[src/hdl/qsu_pkg.sv]
// Types, constants and decode functions shared by the quoted string unescaper.
`timescale 1ns / 1ps

package qsu_pkg;

   localparam int MAX_LENGTH = 65535;
   localparam logic [15:0] LEN_CAP = 16'((MAX_LENGTH < 65535) ? MAX_LENGTH : 65535);
   localparam int JOB_DEPTH = 4;

   localparam logic [1:0] KIND_BYTE   = 2'd0;
   localparam logic [1:0] KIND_CLOSED = 2'd1;
   localparam logic [1:0] KIND_ERROR  = 2'd2;

   localparam logic [2:0] ERR_NONE      = 3'd0;
   localparam logic [2:0] ERR_ESCAPE    = 3'd1;
   localparam logic [2:0] ERR_X_HEX     = 3'd2;
   localparam logic [2:0] ERR_U_HEX     = 3'd3;
   localparam logic [2:0] ERR_SURROGATE = 3'd4;
   localparam logic [2:0] ERR_UNTERM    = 3'd5;
   localparam logic [2:0] ERR_NO_QUOTE  = 3'd6;

   localparam logic [7:0] CH_DQUOTE = 8'h22;
   localparam logic [7:0] CH_SQUOTE = 8'h27;
   localparam logic [7:0] CH_BSLASH = 8'h5c;
   localparam logic [7:0] CH_X      = 8'h78;
   localparam logic [7:0] CH_U      = 8'h75;

   typedef enum logic [1:0] {
      PH_IDLE = 2'd0,
      PH_BODY = 2'd1,
      PH_ESC  = 2'd2,
      PH_HEX  = 2'd3
   } phase_type;

   typedef struct packed {
      logic [7:0] in_byte;
      logic       in_last;
   } req_type;

   typedef struct packed {
      logic [1:0]  out_kind;
      logic [7:0]  out_byte;
      logic [2:0]  err_code;
      logic [15:0] consumed_length;
      logic        run_last;
   } rsp_type;

   // all results caused by one input beat: up to three data bytes, then an optional tail
   typedef struct packed {
      logic [1:0]      n_bytes;
      logic [2:0][7:0] data;
      logic            has_tail;
      logic [1:0]      tail_kind;
      logic [2:0]      tail_err;
      logic [15:0]     tail_len;
   } job_type;

   // {valid, nibble}
   function automatic logic [4:0] hex_digit(input logic [7:0] b);
      logic [4:0] r;
      r = 5'd0;
      if (b >= 8'h30 && b <= 8'h39) r = {1'b1, 4'(b - 8'h30)};
      else if (b >= 8'h61 && b <= 8'h66) r = {1'b1, 4'(b - 8'h57)};
      else if (b >= 8'h41 && b <= 8'h46) r = {1'b1, 4'(b - 8'h37)};
      return r;
   endfunction

   // {valid, value} for single-letter escapes
   function automatic logic [8:0] esc_map(input logic [7:0] b);
      logic [8:0] r;
      case (b)
         8'h61:     r = {1'b1, 8'd7};
         8'h62:     r = {1'b1, 8'd8};
         8'h66:     r = {1'b1, 8'd12};
         8'h6e:     r = {1'b1, 8'd10};
         8'h72:     r = {1'b1, 8'd13};
         8'h74:     r = {1'b1, 8'd9};
         8'h76:     r = {1'b1, 8'd11};
         8'h30:     r = {1'b1, 8'd0};
         CH_BSLASH: r = {1'b1, CH_BSLASH};
         CH_SQUOTE: r = {1'b1, CH_SQUOTE};
         CH_DQUOTE: r = {1'b1, CH_DQUOTE};
         default:   r = 9'd0;
      endcase
      return r;
   endfunction

endpackage

[src/hdl/qsu_front.sv]
// Front end: per-beat parse state machine that turns each input byte into at most one job.
`timescale 1ns / 1ps

module qsu_front (
   input  logic             clock,
   input  logic             reset,
   input  logic             accept,
   input  qsu_pkg::req_type req,
   output logic             job_push,
   output qsu_pkg::job_type job
);

   qsu_pkg::phase_type phase_ff, phase_in;
   logic        dquote_ff, dquote_in;
   logic [15:0] hex_ff, hex_in;
   logic [2:0]  left_ff, left_in;
   logic        uni_ff, uni_in;
   logic [15:0] raw_ff, raw_in;

   logic [7:0]  b;
   logic        is_close, is_open;
   logic [4:0]  hd;
   logic [8:0]  em;
   logic [15:0] hex_new, raw_inc;
   logic        hex_done, cp_1, cp_2, cp_sur;

   assign b        = req.in_byte;
   assign is_close = b == (dquote_ff ? qsu_pkg::CH_DQUOTE : qsu_pkg::CH_SQUOTE);
   assign is_open  = (b == qsu_pkg::CH_DQUOTE) || (b == qsu_pkg::CH_SQUOTE);
   assign hd       = qsu_pkg::hex_digit(b);
   assign em       = qsu_pkg::esc_map(b);
   assign hex_new  = {hex_ff[11:0], hd[3:0]};
   assign hex_done = left_ff == 3'd1;
   assign cp_1     = hex_new[15:7] == 9'd0;
   assign cp_2     = hex_new[15:11] == 5'd0;
   assign cp_sur   = hex_new[15:11] == 5'b11011;
   assign raw_inc  = (phase_ff != qsu_pkg::PH_IDLE && raw_ff < qsu_pkg::LEN_CAP) ?
                     raw_ff + 16'd1 : raw_ff;

   // next state
   always_comb begin
      phase_in  = phase_ff;
      dquote_in = dquote_ff;
      hex_in    = hex_ff;
      left_in   = left_ff;
      uni_in    = uni_ff;
      raw_in    = raw_inc;
      case (phase_ff)
         qsu_pkg::PH_BODY: begin
            if (is_close) phase_in = qsu_pkg::PH_IDLE;
            else if (b == qsu_pkg::CH_BSLASH) phase_in = qsu_pkg::PH_ESC;
         end
         qsu_pkg::PH_ESC: begin
            if (em[8]) begin
               phase_in = qsu_pkg::PH_BODY;
            end else if (b == qsu_pkg::CH_X || b == qsu_pkg::CH_U) begin
               phase_in = qsu_pkg::PH_HEX;
               hex_in   = 16'd0;
               uni_in   = b == qsu_pkg::CH_U;
               left_in  = (b == qsu_pkg::CH_U) ? 3'd4 : 3'd2;
            end else begin
               phase_in = qsu_pkg::PH_IDLE;
            end
         end
         qsu_pkg::PH_HEX: begin
            if (!hd[4]) begin
               phase_in = qsu_pkg::PH_IDLE;
            end else if (!hex_done) begin
               hex_in  = hex_new;
               left_in = left_ff - 3'd1;
            end else if (uni_ff && !cp_2 && cp_sur) begin
               phase_in = qsu_pkg::PH_IDLE;
            end else begin
               phase_in = qsu_pkg::PH_BODY;
               hex_in   = 16'd0;
               uni_in   = 1'b0;
               left_in  = 3'd0;
            end
         end
         default: begin
            if (is_open) begin
               phase_in  = qsu_pkg::PH_BODY;
               dquote_in = b == qsu_pkg::CH_DQUOTE;
               raw_in    = 16'd1;
            end
         end
      endcase
      if (req.in_last) phase_in = qsu_pkg::PH_IDLE;
      if (phase_in == qsu_pkg::PH_IDLE) begin
         hex_in  = 16'd0;
         left_in = 3'd0;
         uni_in  = 1'b0;
      end
   end

   // job contents
   always_comb begin
      job = '0;
      case (phase_ff)
         qsu_pkg::PH_BODY: begin
            if (is_close) begin
               job.has_tail  = 1'b1;
               job.tail_kind = qsu_pkg::KIND_CLOSED;
               job.tail_len  = raw_inc;
            end else if (b != qsu_pkg::CH_BSLASH) begin
               job.n_bytes = 2'd1;
               job.data[0] = b;
            end
         end
         qsu_pkg::PH_ESC: begin
            if (em[8]) begin
               job.n_bytes = 2'd1;
               job.data[0] = em[7:0];
            end else if (b != qsu_pkg::CH_X && b != qsu_pkg::CH_U) begin
               job.has_tail  = 1'b1;
               job.tail_kind = qsu_pkg::KIND_ERROR;
               job.tail_err  = qsu_pkg::ERR_ESCAPE;
            end
         end
         qsu_pkg::PH_HEX: begin
            if (!hd[4]) begin
               job.has_tail  = 1'b1;
               job.tail_kind = qsu_pkg::KIND_ERROR;
               job.tail_err  = uni_ff ? qsu_pkg::ERR_U_HEX : qsu_pkg::ERR_X_HEX;
            end else if (hex_done) begin
               if (!uni_ff || cp_1) begin
                  job.n_bytes = 2'd1;
                  job.data[0] = hex_new[7:0];
               end else if (cp_2) begin
                  job.n_bytes = 2'd2;
                  job.data[0] = {3'b110, hex_new[10:6]};
                  job.data[1] = {2'b10, hex_new[5:0]};
               end else if (cp_sur) begin
                  job.has_tail  = 1'b1;
                  job.tail_kind = qsu_pkg::KIND_ERROR;
                  job.tail_err  = qsu_pkg::ERR_SURROGATE;
               end else begin
                  job.n_bytes = 2'd3;
                  job.data[0] = {4'b1110, hex_new[15:12]};
                  job.data[1] = {2'b10, hex_new[11:6]};
                  job.data[2] = {2'b10, hex_new[5:0]};
               end
            end
         end
         default: begin
            if (!is_open) begin
               job.has_tail  = 1'b1;
               job.tail_kind = qsu_pkg::KIND_ERROR;
               job.tail_err  = qsu_pkg::ERR_NO_QUOTE;
            end
         end
      endcase
      // a tail always leaves the parser idle, so the buffer-end error never collides with it
      if (req.in_last && !job.has_tail && phase_ff != qsu_pkg::PH_IDLE &&
          !(phase_ff == qsu_pkg::PH_BODY && is_close)) begin
         job.has_tail  = 1'b1;
         job.tail_kind = qsu_pkg::KIND_ERROR;
         job.tail_err  = qsu_pkg::ERR_UNTERM;
      end else if (req.in_last && !job.has_tail && phase_ff != qsu_pkg::PH_BODY &&
                   phase_ff != qsu_pkg::PH_ESC && phase_ff != qsu_pkg::PH_HEX && is_open) begin
         job.has_tail  = 1'b1;
         job.tail_kind = qsu_pkg::KIND_ERROR;
         job.tail_err  = qsu_pkg::ERR_UNTERM;
      end
   end

   assign job_push = accept && (job.n_bytes != 2'd0 || job.has_tail);

   always_ff @(posedge clock) begin
      if (reset) begin
         phase_ff  <= qsu_pkg::PH_IDLE;
         dquote_ff <= 1'b0;
         hex_ff    <= 16'd0;
         left_ff   <= 3'd0;
         uni_ff    <= 1'b0;
         raw_ff    <= 16'd0;
      end else if (accept) begin
         phase_ff  <= phase_in;
         dquote_ff <= dquote_in;
         hex_ff    <= hex_in;
         left_ff   <= left_in;
         uni_ff    <= uni_in;
         raw_ff    <= raw_in;
      end
   end

endmodule

[src/hdl/qsu_job_fifo.sv]
// Small register queue of jobs between the parser and the result sequencer.
`timescale 1ns / 1ps

module qsu_job_fifo #(
   parameter int DEPTH = qsu_pkg::JOB_DEPTH
) (
   input  logic             clock,
   input  logic             reset,
   input  logic             push,
   input  qsu_pkg::job_type push_data,
   output logic             full,
   input  logic             pop,
   output qsu_pkg::job_type head,
   output logic             empty
);

   localparam int PW = (DEPTH > 1) ? $clog2(DEPTH) : 1;
   localparam int CW = $clog2(DEPTH + 1);

   qsu_pkg::job_type mem_ff [DEPTH];
   logic [PW-1:0] wr_ff, wr_in, rd_ff, rd_in;
   logic [CW-1:0] cnt_ff, cnt_in;
   logic          do_push, do_pop;

   assign full    = cnt_ff == CW'(DEPTH);
   assign empty   = cnt_ff == '0;
   assign head    = mem_ff[rd_ff];
   assign do_push = push && !full;
   assign do_pop  = pop && !empty;

   always_comb begin
      wr_in  = wr_ff;
      rd_in  = rd_ff;
      cnt_in = cnt_ff;
      if (do_push) wr_in = (wr_ff == PW'(DEPTH - 1)) ? '0 : wr_ff + PW'(1);
      if (do_pop) rd_in = (rd_ff == PW'(DEPTH - 1)) ? '0 : rd_ff + PW'(1);
      if (do_push && !do_pop) cnt_in = cnt_ff + CW'(1);
      else if (do_pop && !do_push) cnt_in = cnt_ff - CW'(1);
   end

   always_ff @(posedge clock) begin
      if (reset) begin
         wr_ff  <= '0;
         rd_ff  <= '0;
         cnt_ff <= '0;
      end else begin
         wr_ff  <= wr_in;
         rd_ff  <= rd_in;
         cnt_ff <= cnt_in;
      end
   end

   always_ff @(posedge clock) begin
      if (do_push) mem_ff[wr_ff] <= push_data;
   end

endmodule

[src/hdl/qsu_back.sv]
// Back end: splits each job into result beats and holds them in the output register.
`timescale 1ns / 1ps

module qsu_back (
   input  logic             clock,
   input  logic             reset,
   input  qsu_pkg::job_type job,
   input  logic             job_empty,
   output logic             job_pop,
   output logic             empty,
   input  logic             pop,
   output qsu_pkg::rsp_type rsp
);

   logic [1:0]       idx_ff, idx_in;
   logic             vld_ff, vld_in;
   qsu_pkg::rsp_type rsp_ff, rsp_in;
   logic [2:0]       total;
   logic             is_last, load;

   assign total   = {1'b0, job.n_bytes} + {2'b0, job.has_tail};
   assign is_last = ({1'b0, idx_ff} + 3'd1) == total;
   assign load    = !job_empty && (!vld_ff || pop);
   assign job_pop = load && is_last;
   assign empty   = !vld_ff;
   assign rsp     = rsp_ff;

   always_comb begin
      rsp_in = '0;
      if (idx_ff < job.n_bytes) begin
         rsp_in.out_kind = qsu_pkg::KIND_BYTE;
         rsp_in.out_byte = job.data[idx_ff];
      end else begin
         rsp_in.out_kind        = job.tail_kind;
         rsp_in.err_code        = job.tail_err;
         rsp_in.consumed_length = job.tail_len;
      end
      rsp_in.run_last = is_last;
      idx_in = idx_ff;
      vld_in = vld_ff;
      if (load) begin
         idx_in = is_last ? 2'd0 : idx_ff + 2'd1;
         vld_in = 1'b1;
      end else if (pop) begin
         vld_in = 1'b0;
      end
   end

   always_ff @(posedge clock) begin
      if (reset) begin
         idx_ff <= 2'd0;
         vld_ff <= 1'b0;
      end else begin
         idx_ff <= idx_in;
         vld_ff <= vld_in;
      end
   end

   always_ff @(posedge clock) begin
      if (load) rsp_ff <= rsp_in;
   end

endmodule

[src/hdl/quoted_string_unescaper.sv]
// Top level of the quoted string unescaper.
// Takes one raw byte of a quoted literal per beat and returns its decoded bytes,
// a close beat with the consumed length, or an error beat; run_last marks the final
// result of each input byte that yields results. The parser takes one byte per cycle
// as long as the job queue (JOB_DEPTH entries) has room; a byte yields up to four
// results (a 3-byte UTF-8 escape at buffer end), so the sustained rate is one result
// per cycle while pop is held, set by the single result register. An accepted byte's
// job is written into the job queue, then loaded into the result register.
`timescale 1ns / 1ps

module quoted_string_unescaper #(
   parameter int JOB_DEPTH = qsu_pkg::JOB_DEPTH
) (
   input  logic             clock,
   input  logic             reset,
   input  logic             push,
   output logic             full,
   input  qsu_pkg::req_type req_data,
   output logic             empty,
   input  logic             pop,
   output qsu_pkg::rsp_type rsp_data
);

   logic             job_push, job_pop, job_empty;
   qsu_pkg::job_type job_in, job_head;

   qsu_front u_front (
      .clock    (clock),
      .reset    (reset),
      .accept   (push && !full),
      .req      (req_data),
      .job_push (job_push),
      .job      (job_in)
   );

   qsu_job_fifo #(
      .DEPTH (JOB_DEPTH)
   ) u_fifo (
      .clock     (clock),
      .reset     (reset),
      .push      (job_push),
      .push_data (job_in),
      .full      (full),
      .pop       (job_pop),
      .head      (job_head),
      .empty     (job_empty)
   );

   qsu_back u_back (
      .clock     (clock),
      .reset     (reset),
      .job       (job_head),
      .job_empty (job_empty),
      .job_pop   (job_pop),
      .empty     (empty),
      .pop       (pop),
      .rsp       (rsp_data)
   );

endmodule
[config.mk]
export PLATFORM = sky130hd
export DESIGN_NAME = quoted_string_unescaper
export DESIGN_NICKNAME = d
export VERILOG_FILES = /design/src/hdl/qsu_pkg.sv /design/src/hdl/qsu_front.sv /design/src/hdl/qsu_job_fifo.sv /design/src/hdl/qsu_back.sv /design/src/hdl/quoted_string_unescaper.sv
export SDC_FILE = /design/constraint.sdc
export NUM_CORES = 1
export LEC_CHECK = 0
export ABC_AREA = 1
export CAP_MARGIN = 25
export CORE_MARGIN = 5
export CORE_UTILIZATION = 50
export DETAILED_ROUTE_END_ITERATION = 6
export DONT_BUFFER_PORTS = 1
export PLACE_DENSITY_LB_ADDON = 0.25
export SYNTH_ARGS = -nofsm -noshare
export SYNTH_HDL_FRONTEND = slang
export SYNTH_HIERARCHICAL = 1
export SYNTH_SLANG_ARGS = --single-unit
[constraint.sdc]
create_clock -name clock -period 4.96 [get_ports clock]
set_input_delay 0.248 -clock clock [delete_from_list [all_inputs] [get_ports clock]]
set_output_delay 0.248 -clock clock [all_outputs]
set_load 0.005 [all_outputs]
Yosys cells after proc, flatten, opt, wreduce, memory -nomap -nowiden

Memory sizes are Yosys's and may differ from the RTL's. A register that Yosys moved wholly into a read port is not among the register bits.
Index checks and enable logic that the tools add are counted.

Output and inout port bits: 32
Memories kept: 1
Bits in registers: 75
RAM bits: 192

Memory list:

| name          | depth | bits a word | rd ports | clocked after Yosys merged registers in | wr ports | RTL line           | RTL |
|---|---|---|---|---|---|---|---|
| u_fifo.mem_ff | 4     | 48          | 1        | 1                                       | 1        | qsu_job_fifo.sv:20 | `qsu_pkg::job_type mem_ff [DEPTH];` |

Bitwise logic cells: 1
Eq/ne operators: 35
Reductions and logical operators: 50
Magnitude comparators: 9
$add $sub $neg: 12
Muxes and demuxes: 91

Operators with widths:

| cell                                                           | number |
|---|---|
| two-way mux 26 bit                                             | 7 |
| two-way mux 16 bit                                             | 8 |
| one-hot mux 9 bit (11 select lines)                            | 1 |
| equality test 8 x 7 -> 1 bit, second input constant            | 10 |
| two-way mux 12 bit                                             | 6 |
| two-way mux 6 bit                                              | 9 |
| two-way mux 8 bit                                              | 6 |
| two-way mux 3 bit                                              | 11 |
| two-way mux 32 bit                                             | 1 |
| two-way mux 2 bit                                              | 15 |
| equality test 8 x 6 -> 1 bit, second input constant            | 3 |
| != test 8 x 7 -> 1 bit, second input constant                  | 3 |
| one-hot mux 12 bit (2 select lines)                            | 1 |
| one-hot mux 8 bit (3 select lines)                             | 1 |
| logical AND 1 bit                                              | 23 |
| one-hot mux 3 bit (3 select lines)                             | 2 |
| adder 16 x 1 -> 16 bit, second input constant                  | 1 |
| binary-select mux 8 bit (select 2 bit)                         | 1 |
| >= comparator 8 x 7 -> 1 bit, second input constant            | 2 |
| less-or-equal comparator 8 x 7 -> 1 bit, second input constant | 2 |
| less-than comparator 16 bit, second input constant             | 1 |
| two-way mux 1 bit                                              | 15 |
| two-way mux 5 bit                                              | 3 |
| one-hot mux 2 bit (3 select lines)                             | 2 |
| other kinds (38)                                               | 64 |

Longest topological paths before layout

Gate-level depths: netlist of the first run.

Depth after elaboration: 31
Gate-level depth with buffers: 25
Depth with buffers taken out: 25

Modules after synthesis

The synthesis of the first run kept the hierarchy.

By module, submodules not included:

| module                  | area an instance (µm²) | seq. area each (µm²) | cells each | times used |
|---|---|---|---|---|
| qsu_job_fifo            | 7678.6                 | 5945.7               | 536        | 1 |
| qsu_front               | 3139.3                 | 700.7                | 523        | 1 |
| qsu_back                | 1575.3                 | 960.9                | 164        | 1 |
| quoted_string_unescaper | 10.0                   | 0.0                  | 2          | 1 |

Least setup slack after synthesis of the first run

Ideal clock, no wire load.

Path type: in2reg
From: input req_data[2] in the netlist's numbering
To: memory u_fifo/mem_ff[0][0] in the netlist's numbering, enable pin
Arrival: 3.927 ns
Buffers on the path: 0
Path slack: 0.579 ns
Library setup time: 0.454 ns
Stages: 14
Cells stage by stage: inv_1 -> ha_1 -> inv_1 -> nand3b_1 -> nand3_4 -> nand2_4 -> nand2_2 -> nor2_2 -> nand2_1 -> nor2_1 -> nor2_1 -> a21oi_1 -> nand2_1 -> nor2_1

Cells in the longest elaborated chain, start to end: 20

Ends and longest elaborated chain:

| what                                                                                    | RTL line                           | RTL |
|---|---|---|
| start, declared                                                                         | quoted_string_unescaper.sv:18      | `input qsu_pkg::req_type req_data,` |
| >= comparator 8 x 7 -> 1 bit or less-or-equal comparator 8 x 7 -> 1 bit (tied branches) | qsu_pkg.sv:64                      | `else if (b >= 8'h41 && b <= 8'h46) r = {1'b1, 4'(b - 8'h37)};` |
| logical AND 1 bit                                                                       | qsu_pkg.sv:64                      |  |
| two-way mux 5 bit                                                                       | qsu_pkg.sv:64                      |  |
| two-way mux 5 bit                                                                       | qsu_pkg.sv:63                      | `else if (b >= 8'h61 && b <= 8'h66) r = {1'b1, 4'(b - 8'h57)};` |
| two-way mux 5 bit                                                                       | qsu_pkg.sv:62                      | `if (b >= 8'h30 && b <= 8'h39) r = {1'b1, 4'(b - 8'h30)};` |
| two-way mux 6 bit                                                                       | qsu_front.sv:121                   | `if (!hd[4]) begin` |
| one-hot mux 3 bit (3 select lines)                                                      | qsu_front.sv:99                    | `case (phase_ff)` |
| logical NOT 1 bit                                                                       | qsu_front.sv:154, qsu_front.sv:159 |  |
| [... 5 more ...]                                                                        | -                                  |  |
| two-way mux 6 bit                                                                       | qsu_front.sv:159                   | `end else if (req.in_last && !job.has_tail && phase_ff != qsu_pkg::PH_BODY &&` |
| two-way mux 6 bit                                                                       | qsu_front.sv:154                   | `if (req.in_last && !job.has_tail && phase_ff != qsu_pkg::PH_IDLE &&` |
| logical OR 1 bit (*)                                                                    | qsu_front.sv:167                   | `assign job_push = accept && (job.n_bytes != 2'd0 \|\| job.has_tail);` |
| logical AND 1 bit (*)                                                                   | qsu_front.sv:167                   |  |
| named net job_push                                                                      | quoted_string_unescaper.sv:24      | `logic job_push, job_pop, job_empty;` |
| logical AND 1 bit (*)                                                                   | qsu_job_fifo.sv:28                 | `assign do_push = push && !full;` |
| two-way mux 1 bit (*)                                                                   | qsu_job_fifo.sv:54                 | `if (do_push) mem_ff[wr_ff] <= push_data;` |
| two-way mux 1 bit (implied by the code) (*)                                             | qsu_job_fifo.sv:54                 |  |
| end, declared                                                                           | qsu_job_fifo.sv:20                 |  |

The timed path passes the listed nets; every way through them passes the cells marked *.

==> impl_summary.log, run 1 <==
[metrics] critical path capture point type: flip-flop
[metrics] per-cell routed wire length: roughly 18 µm
[metrics] antenna violations before repair: 0
[metrics] Post-Syn Area per Cell: 10.1 µm²
[metrics] post-cts resize count: 0
[metrics] master cell of the clock root buffer: sky130_fd_sc_hd__clkbuf_16
[metrics] data required time of the critical path: 5.38 ns
[metrics] cell type with the highest aggregate area in the netlist: sky130_fd_sc_hd__edfxtp_1
[metrics] Crit path top cell by count: sky130_fd_sc_hd__ha_1
[metrics] fin worst setup slack: 1.20 ns
[metrics] source-to-sink clock delay at the later pin of the worst-skew pair: 0.54 ns
[metrics] antenna-violating nets left: 0
[metrics] vias in the first global route: 8126
[metrics] Antenna Cells: 0
[metrics] global-route usage over all layers: 19.3%
[metrics] setup fix buffers added after clock tree synthesis: 0
[metrics] Die Y-Extent: between 150 and 200 µm
[metrics] portion of total power attributed to sequential cells: 41.8%
[metrics] switching power as a share of total power: 36.1%
[metrics] area of the die: 0.0281 mm²
[metrics] Setup Slack @ Placement: 1.27 ns
[metrics] cell count after synthesis: between 1k and 1.5k
[metrics] first-pass GRT wire length: 43900 µm
[metrics] maximum number of pins on one net before global-route repair: 97
[metrics] run status: complete, no violations
[metrics] Netlist cell types: 49
[metrics] clock buffers created by TritonCTS: 28
[metrics] largest cells by area after synthesis: sky130_fd_sc_hd__edfxtp_1 54%, sky130_fd_sc_hd__dfxtp_1 7.6%, sky130_fd_sc_hd__nor2_1 7.5%
[metrics] Row Count: 57
[metrics] CTS HTree Levels: 1
[metrics] nature of the critical path startpoint: flip-flop
[metrics] post-DP HPWL: 17500 µm
[metrics] share of the clock period used by the worst path after layout: between 70% and 80%
[metrics] total grt overflow: 0
[metrics] proportion of netlist area held by the largest area contributor: 53.7%
[metrics] Core Util, Final: 55.3%
[metrics] endpoints failing setup: 0
[metrics] part of the Yosys area used for sequential elements: between 60% and 70%
[metrics] share of power burned in combinational logic: between 30% and 40%
[metrics] number of buffers inserted by port buffering: 0
[metrics] final cell area excluding filler cells: roughly 0.013 mm²
[metrics] synthesized flop and latch total: 269
[metrics] prevailing post-synth register cell: sky130_fd_sc_hd__edfxtp_1
[metrics] detailed-route DRC error count: 0
[metrics] hold_ws: 0.0505 ns
[metrics] final weighted congestion of routability-driven global placement: 0.912
[metrics] fraction of layout instances using a drive strength above 1: 9.52%
[metrics] filler instances: 2202
[metrics] largest vdd supply drop: between 0.4 and 0.5 mV
[metrics] Die Span X: 168 µm
[metrics] highest fanout seen on the critical path: 96
[metrics] Top-Level Pins: 45
[metrics] nets@finish: 1249
[metrics] share of flip-flops with an asynchronous set or reset after synthesis: 0%
[metrics] time the final worst path needs with I/O delays and setup: ~3.8 ns
[metrics] clock slew at reported path FFs: 0.06 ns
[metrics] largest stage delay on the critical path: 0.75 ns
[metrics] via/cell ratio: roughly 5.5
[metrics] arrival time reported for the critical path endpoint: 4.18 ns
[metrics] clock network fraction of design power: 26.2%
[metrics] type of the worst setup path: flip-flop to flip-flop
[metrics] Bufs on Longest Clock Path: 3
[metrics] internal power consumption: 4.93 mW
[metrics] dominant cell by count in the synthesized netlist: sky130_fd_sc_hd__nor2_1
[metrics] final routed wirelength across all metal layers: 27500 µm
[metrics] area growth from synthesis to final layout: 8.67%
[metrics] cell types with the highest counts after synthesis: 249 x sky130_fd_sc_hd__nor2_1, 222 x sky130_fd_sc_hd__edfxtp_1, 143 x sky130_fd_sc_hd__nand2_1
[metrics] Net Sw Power: 2.79 mW
[metrics] effective utilization at floorplan: 50.9%
[metrics] Leakage Power: a little over 5 nW
[metrics] Slew Limit Fails: 0
[metrics] power consumption: 7.72 mW
[metrics] cell area after technology mapping: 0.0124 mm²
[metrics] type of the most critical hold path: primary input to flip-flop
[metrics] Sink Count: approximately 270
[metrics] area taken by multi-input logic gates: just under 0.004 mm²
[metrics] vias after detailed routing: 8526
[metrics] combined flip-flop and latch cell area: around 0.0076 mm²
[metrics] worst-case clock skew: 0.0157 ns
[metrics] Power Density: between 500 and 600 mW/mm²
[metrics] Worst-Margin Slew: 0.944 ns
[metrics] Slew headroom: ~37%
[metrics] count of yosys warnings during synthesis: 6
[metrics] RSZ-0062 raised after global routing: false
[metrics] Max-cap violations: 0
[metrics] library cell contributing the largest single delay on the critical path: sky130_fd_sc_hd__buf_4
[metrics] total placed instance area: 0.0125 mm²
[metrics] final total negative setup slack: 0 ns
[metrics] number of failing hold endpoints at the final stage: 0
[metrics] Iteration-0 DRC Markers: 893
[metrics] first-pass iteration count of the detailed router: 5
[metrics] Peak Freq: between 200 and 300 MHz
[metrics] TritonCTS clock tree: built
[metrics] total placed cells including tap cells: 1508
[metrics] count of placed standard cells in the final layout, fillers left out: ~1.6k
[metrics] number of flops mapped to enable cells by yosys: approximately 220
[metrics] CORE AREA: between 0.02 and 0.025 mm²
[metrics] series of cell instances along the critical path: buf_4, o21ai_0, o22ai_1, ha_1, ha_1, xnor2_1, nand3_1, nor2_2, nand2_1, ha_1, inv_1, fa_1, o21ai_0, nor2_1
[layout by cell type (no fill, tap or decap), types with 10 or more instances in the layout]
cell type	instances
sky130_fd_sc_hd__nor2_1	245
sky130_fd_sc_hd__edfxtp_1	222
sky130_fd_sc_hd__nand2_1	143
sky130_fd_sc_hd__o21ai_0	117
sky130_fd_sc_hd__inv_1	115
sky130_fd_sc_hd__o22ai_1	53
sky130_fd_sc_hd__dfxtp_1	46
sky130_fd_sc_hd__a21oi_1	33
sky130_fd_sc_hd__nand3_1	31
sky130_fd_sc_hd__clkbuf_16	29
sky130_fd_sc_hd__o21ai_1	23
sky130_fd_sc_hd__nor2_2	19
sky130_fd_sc_hd__ha_1	18
sky130_fd_sc_hd__nand4_1	10
[power groups by stage]
stage	Sequential (mW)	Combinational, mW	Clock [mW]
global route	3.27	2.79	2.18
finish	3.23	2.47	2.03
floorplan	3.22	1.98	0
CTS	3.23	2.48	2.07
global placement	3.27	2.42	0
detailed placement	3.28	2.46	0
[kinds of logic after synthesis]
family / Yosys count / share of synthesized area, %
adder cells (fa/ha/maj): 19 / 1.98
other: 1 / 0.0302
buffers and inverters: 179 / 7.07
XOR/XNOR: 17 / 1.20
AND/OR/NAND/NOR: 488 / 17.0
AO/OA/AOI/OAI: 252 / 11.4
flip-flops: 269 / 61.3
[cell type report]
type                    instances  share of cell area [%]
inverters                     127                    3.59
clock buffers                  37                    5.90
clock inverters                15                   0.845
flip-flops and latches        269                    56.5
repair buffers                 13                   0.873
multi-input cells             778                    29.3
well taps                     324                    3.01
[layer usage]
layer / share of wire [%] / GRT usage (%) / wire length [µm] / up-vias
met5: 0 / 0 / 0 / -
met4: 1.5 / 4.20 / 423 / 0
met3: 6.7 / 2.71 / 1830 / 39
met2: 46 / 30.9 / 12700 / 283
met1: 46 / 28.5 / 12600 / 4046
li1: - / - / - / 4158
[state kept, by name (all words and copies together) (netlist names), named ones only]
signal	flops
u_fifo/wr_ff	2
u_front/hex_ff	12
u_back/idx_ff	2
u_back/rsp	30
u_front/raw_ff	16
u_fifo/cnt_ff	3
u_fifo/mem_ff	192
u_front/phase_ff	2
u_front/left_ff	3
u_front/uni_ff	1
u_back/vld_ff	1
u_fifo/rd_ff	2
u_front/dquote_ff	1
[critical path, delay by kind of cell, from the launching register on]
family                     cells  cell delay [ns]
adders and majority gates      4             1.06
xor gates and xnor gates       1             0.17
buffers and inverters          2             0.83
AOI/OAI and AO/OA              3             0.70
and+or+nand+nor                4             0.52
DFF                            1             0.36
[final timing paths]
kind | start | to | slack [ns] | cells past startpoint
setup / recovery | flip-flop | u_fifo/cnt_ff[1] | 1.20 | 14
hold / removal | req_data[4] | u_fifo/mem_ff[3][25] | 0.05 | 2
setup reg to reg | flip-flop | u_fifo/cnt_ff[1] | 1.20 | 14
hold reg to reg | u_front/left_ff[1] | u_front/left_ff[1] | 0.48 | 2
[what timing repair did]
item	4_1_cts	5_1_grt
setup endpoints to repair	0	0
hold endpoints to repair	31	0
hold buffers	3	0
Note: power is estimated with default switching activity, not from simulation.
==> run 2: changes to the inputs <==
- ABC_AREA: 1 -> 0
- clock period: 4.96 -> 3.2 ns (I/O delays scaled with it)
==> run 2 against run 1 <==
- global-route usage up 0.054 points
- maximum frequency rose by 20%
- via count decreased by 13%
- die area decreased by 2.2%
- core utilization rose by 2.7 points
- critical endpoint is now u_fifo/wr_ff[1]
==> impl_summary.log, run 2 <==
[metrics] nets@finish: 938
[metrics] nature of the critical path startpoint: flip-flop
[metrics] count of placed standard cells in the final layout, fillers left out: 1252
[metrics] vias after detailed routing: about 7.4k
[metrics] proportion of netlist area held by the largest area contributor: 55.0%
[metrics] Top-Level Pins: 45
[metrics] TritonCTS clock tree: built
[metrics] CTS HTree Levels: 1
[metrics] Peak Freq: about 320 MHz
[metrics] arrival time reported for the critical path endpoint: roughly 3.5 ns
[metrics] type of the most critical hold path: primary input to flip-flop
[metrics] final weighted congestion of routability-driven global placement: 0.876
[metrics] Die Span X: 166 µm
[metrics] Power Density: between 700 and 800 mW/mm²
[metrics] total grt overflow: 0
[metrics] global-route usage over all layers: 19.4%
[metrics] share of the clock period used by the worst path after layout: 97.6%
[metrics] largest cells by area after synthesis: sky130_fd_sc_hd__edfxtp_1 55%, sky130_fd_sc_hd__mux4_2 8.9%, sky130_fd_sc_hd__dfxtp_1 7.8%
[metrics] critical path capture point type: flip-flop
[metrics] run status: complete, no violations
[metrics] clock slew at reported path FFs: 0.06 ns
[metrics] Die Y-Extent: 166 µm
[metrics] per-cell routed wire length: 21.6 µm
[metrics] start point of the critical path: u_front/hex_ff[8]
[metrics] cell type with the highest aggregate area in the netlist: sky130_fd_sc_hd__edfxtp_1
[metrics] cell types with the highest counts after synthesis: 222 x sky130_fd_sc_hd__edfxtp_1, 59 x sky130_fd_sc_hd__nor2_1, 48 x sky130_fd_sc_hd__mux4_2
[metrics] first-pass GRT wire length: 43200 µm
[metrics] dominant cell by count in the synthesized netlist: sky130_fd_sc_hd__edfxtp_1
[metrics] vias in the first global route: 7598
[metrics] hold path cells: 4
[metrics] number of flops mapped to enable cells by yosys: 222
[metrics] number of buffers inserted by port buffering: 0
[metrics] Slew headroom: 36.6%
[metrics] highest fanout seen on the critical path: 6
[metrics] worst-case clock skew: 0.0175 ns
[metrics] Row Count: between 50 and 60
[metrics] Max-cap violations: 0
[metrics] fin worst setup slack: 0.0758 ns
[metrics] Sink Count: ~270
[metrics] count of yosys warnings during synthesis: 6
[metrics] antenna violations before repair: 0
[metrics] area growth from synthesis to final layout: 15.3%
[metrics] flip-flop count of the largest register after layout: 192
[metrics] R2R cell count: 11
[metrics] via/cell ratio: 5.93
[metrics] maximum number of pins on one net before global-route repair: 49
[metrics] source-to-sink clock delay at the later pin of the worst-skew pair: 0.53 ns
[metrics] area of the die: 0.0274 mm²
[metrics] commonest non-fill, non-tap cell in the layout: sky130_fd_sc_hd__edfxtp_1
[metrics] Reg-to-Reg Start: u_front/hex_ff[8]
[metrics] Slew Limit Fails: 0
[metrics] Leakage Power: 4.67 nW
[metrics] post-DP HPWL: 17800 µm
[metrics] first-pass iteration count of the detailed router: 6
[metrics] RSZ-0062 raised after global routing: true
[metrics] time the final worst path needs with I/O delays and setup: approximately 3.1 ns
[metrics] cell count after synthesis: 844
[metrics] synthesized flop and latch total: 269
[metrics] clock buffers created by TritonCTS: 28
[metrics] prevailing post-synth register cell: sky130_fd_sc_hd__edfxtp_1
[metrics] Iteration-0 DRC Markers: 705
[metrics] Top reg by flops: u_fifo/mem_ff
[metrics] effective utilization at floorplan: approximately 50%
[metrics] detailed-route DRC error count: 0
[metrics] Setup Slack @ Placement: -0.266 ns
[metrics] cell area after technology mapping: 0.0121 mm²
[metrics] Antenna Cells: 0
[metrics] share of flip-flops with an asynchronous set or reset after synthesis: 0%
[metrics] part of the Yosys area used for sequential elements: approximately 63%
[metrics] final total negative setup slack: 0 ns
[metrics] data required time of the critical path: 3.61 ns
[metrics] final routed wirelength across all metal layers: 27100 µm
[metrics] master cell of the clock root buffer: sky130_fd_sc_hd__clkbuf_16
[metrics] CORE AREA: 0.0241 mm²
[metrics] total placed cells including tap cells: 1183
[metrics] startpoint of the lowest-slack hold path: req_data[3]
[metrics] fraction of layout instances using a drive strength above 1: 23.9%
[metrics] Bufs on Longest Clock Path: 3
[metrics] endpoints failing setup: 0
[metrics] largest vdd supply drop: about 0.42 mV
[metrics] type of the worst setup path: flip-flop to flip-flop
[metrics] number of failing hold endpoints at the final stage: 0
[metrics] commonest cells after routing, fill and taps aside: 222 x sky130_fd_sc_hd__edfxtp_1, 63 x sky130_fd_sc_hd__buf_4, 58 x sky130_fd_sc_hd__nor2_1, 48 x sky130_fd_sc_hd__mux4_2, 43 x sky130_fd_sc_hd__dfxtp_1
[metrics] Netlist cell types: 90
[metrics] Worst-Margin Slew: about 0.95 ns
[metrics] antenna-violating nets left: 0
[metrics] Post-Syn Area per Cell: 14.4 µm²
-- run 2: cell types whose count changed after synthesis, sizes merged, moves of 13 or more --
| cell | before | now |
|---|---|---|
| a22o | 0 | 18 |
| and2 | 0 | 27 |
| buf | 37 | 24 |
| inv | 126 | 24 |
| mux4 | 0 | 48 |
| nand2 | 157 | 38 |
| nand2b | 0 | 13 |
| nand3 | 36 | 21 |
| nor2 | 270 | 62 |
| nor3 | 6 | 20 |
| o21ai | 140 | 26 |
| o22ai | 53 | 5 |
-- run 2: timing repair --
item	4_1_cts	5_1_grt
hold endpoints to repair	44	0
hold buffers	9	0
setup buffers	1	6
resized for setup	2	10
endpoints found under the setup margin	1	2
pin swaps	1	9
-- run 2: final timing paths --
path | slack [ns] | endpoint
worst max register to register | 0.08 | u_fifo/wr_ff[1]
worst max-delay path | 0.08 | u_fifo/wr_ff[1]
worst min-delay path | 0.03 | u_front/dquote_ff
worst min register to register | 0.48 | u_front/dquote_ff
-- run 2: logic make-up after synthesis --
logic type	after synthesis	synth area share (%)
adders and majority gates	19	2.02
buffers and inverters	72	3.26
xor gates and xnor gates	23	1.66
other	1	0.0309
AOI/OAI and AO/OA	144	8.66
muxes	60	9.92
and+or+nand+nor	256	11.6
DFF	269	62.8
-- run 2: layer usage --
layer / wire length (µm) / track usage [%] / vias to the layer above
met3: 1440 / 2.60 / 42
met2: 12900 / 31.2 / 211
met1: 12300 / 28.8 / 3799
li1: - / - / 3378
met5: 0 / 0 / -
met4: 432 / 3.84 / 0
-- run 2: critical path: stages, from the launching register on --
cell and delay (ns):
sky130_fd_sc_hd__dfxtp_2 0.34, sky130_fd_sc_hd__or4_4 0.55, sky130_fd_sc_hd__a21oi_2 0.19, sky130_fd_sc_hd__a21oi_2 0.08
sky130_fd_sc_hd__or3_4 0.39, sky130_fd_sc_hd__o31a_1 0.35, sky130_fd_sc_hd__buf_4 0.15, sky130_fd_sc_hd__buf_4 0.12
sky130_fd_sc_hd__buf_4 0.14, sky130_fd_sc_hd__nand3_1 0.09, sky130_fd_sc_hd__a21oi_1 0.07, sky130_fd_sc_hd__dlygate4sd3_1 0.55
-- run 2: layout make-up --
type                    instances  area [µm²]
clock inverters                10        97.6
clock buffers                  42         816
flip-flops and latches        269        7610
well taps                     324         405
multi-input cells             504        4250
repair buffers                 77         681
fillers                      1947       10100
inverters                      26         114
-- run 2: power breakdown --
part | switching (mW) | total, mW | internal [mW]
Sequential | 0.215 | 4.73 | 4.51
Clock | 1.29 | 3.14 | 1.85
Combinational | 1.16 | 2.12 | 0.954
Total | 2.67 | 9.98 | 7.32
-- run 2: through the flow --
stage | hold slack (ns) | utilization (%) | instance area (µm²) | total power, mW
6_report | 0.0314 | 58.0 | 14000 | 9.98
5_1_grt | 0.0350 | 58.0 | 14000 | 10.5
4_1_cts | 0.00648 | 57.5 | 13900 | 9.98
3_5_place_dp | 0.240 | 53.2 | 12800 | 6.82
3_3_place_gp | 0.234 | 53.2 | 12800 | 6.70
2_1_floorplan | 0.232 | - | 12200 | 6.28
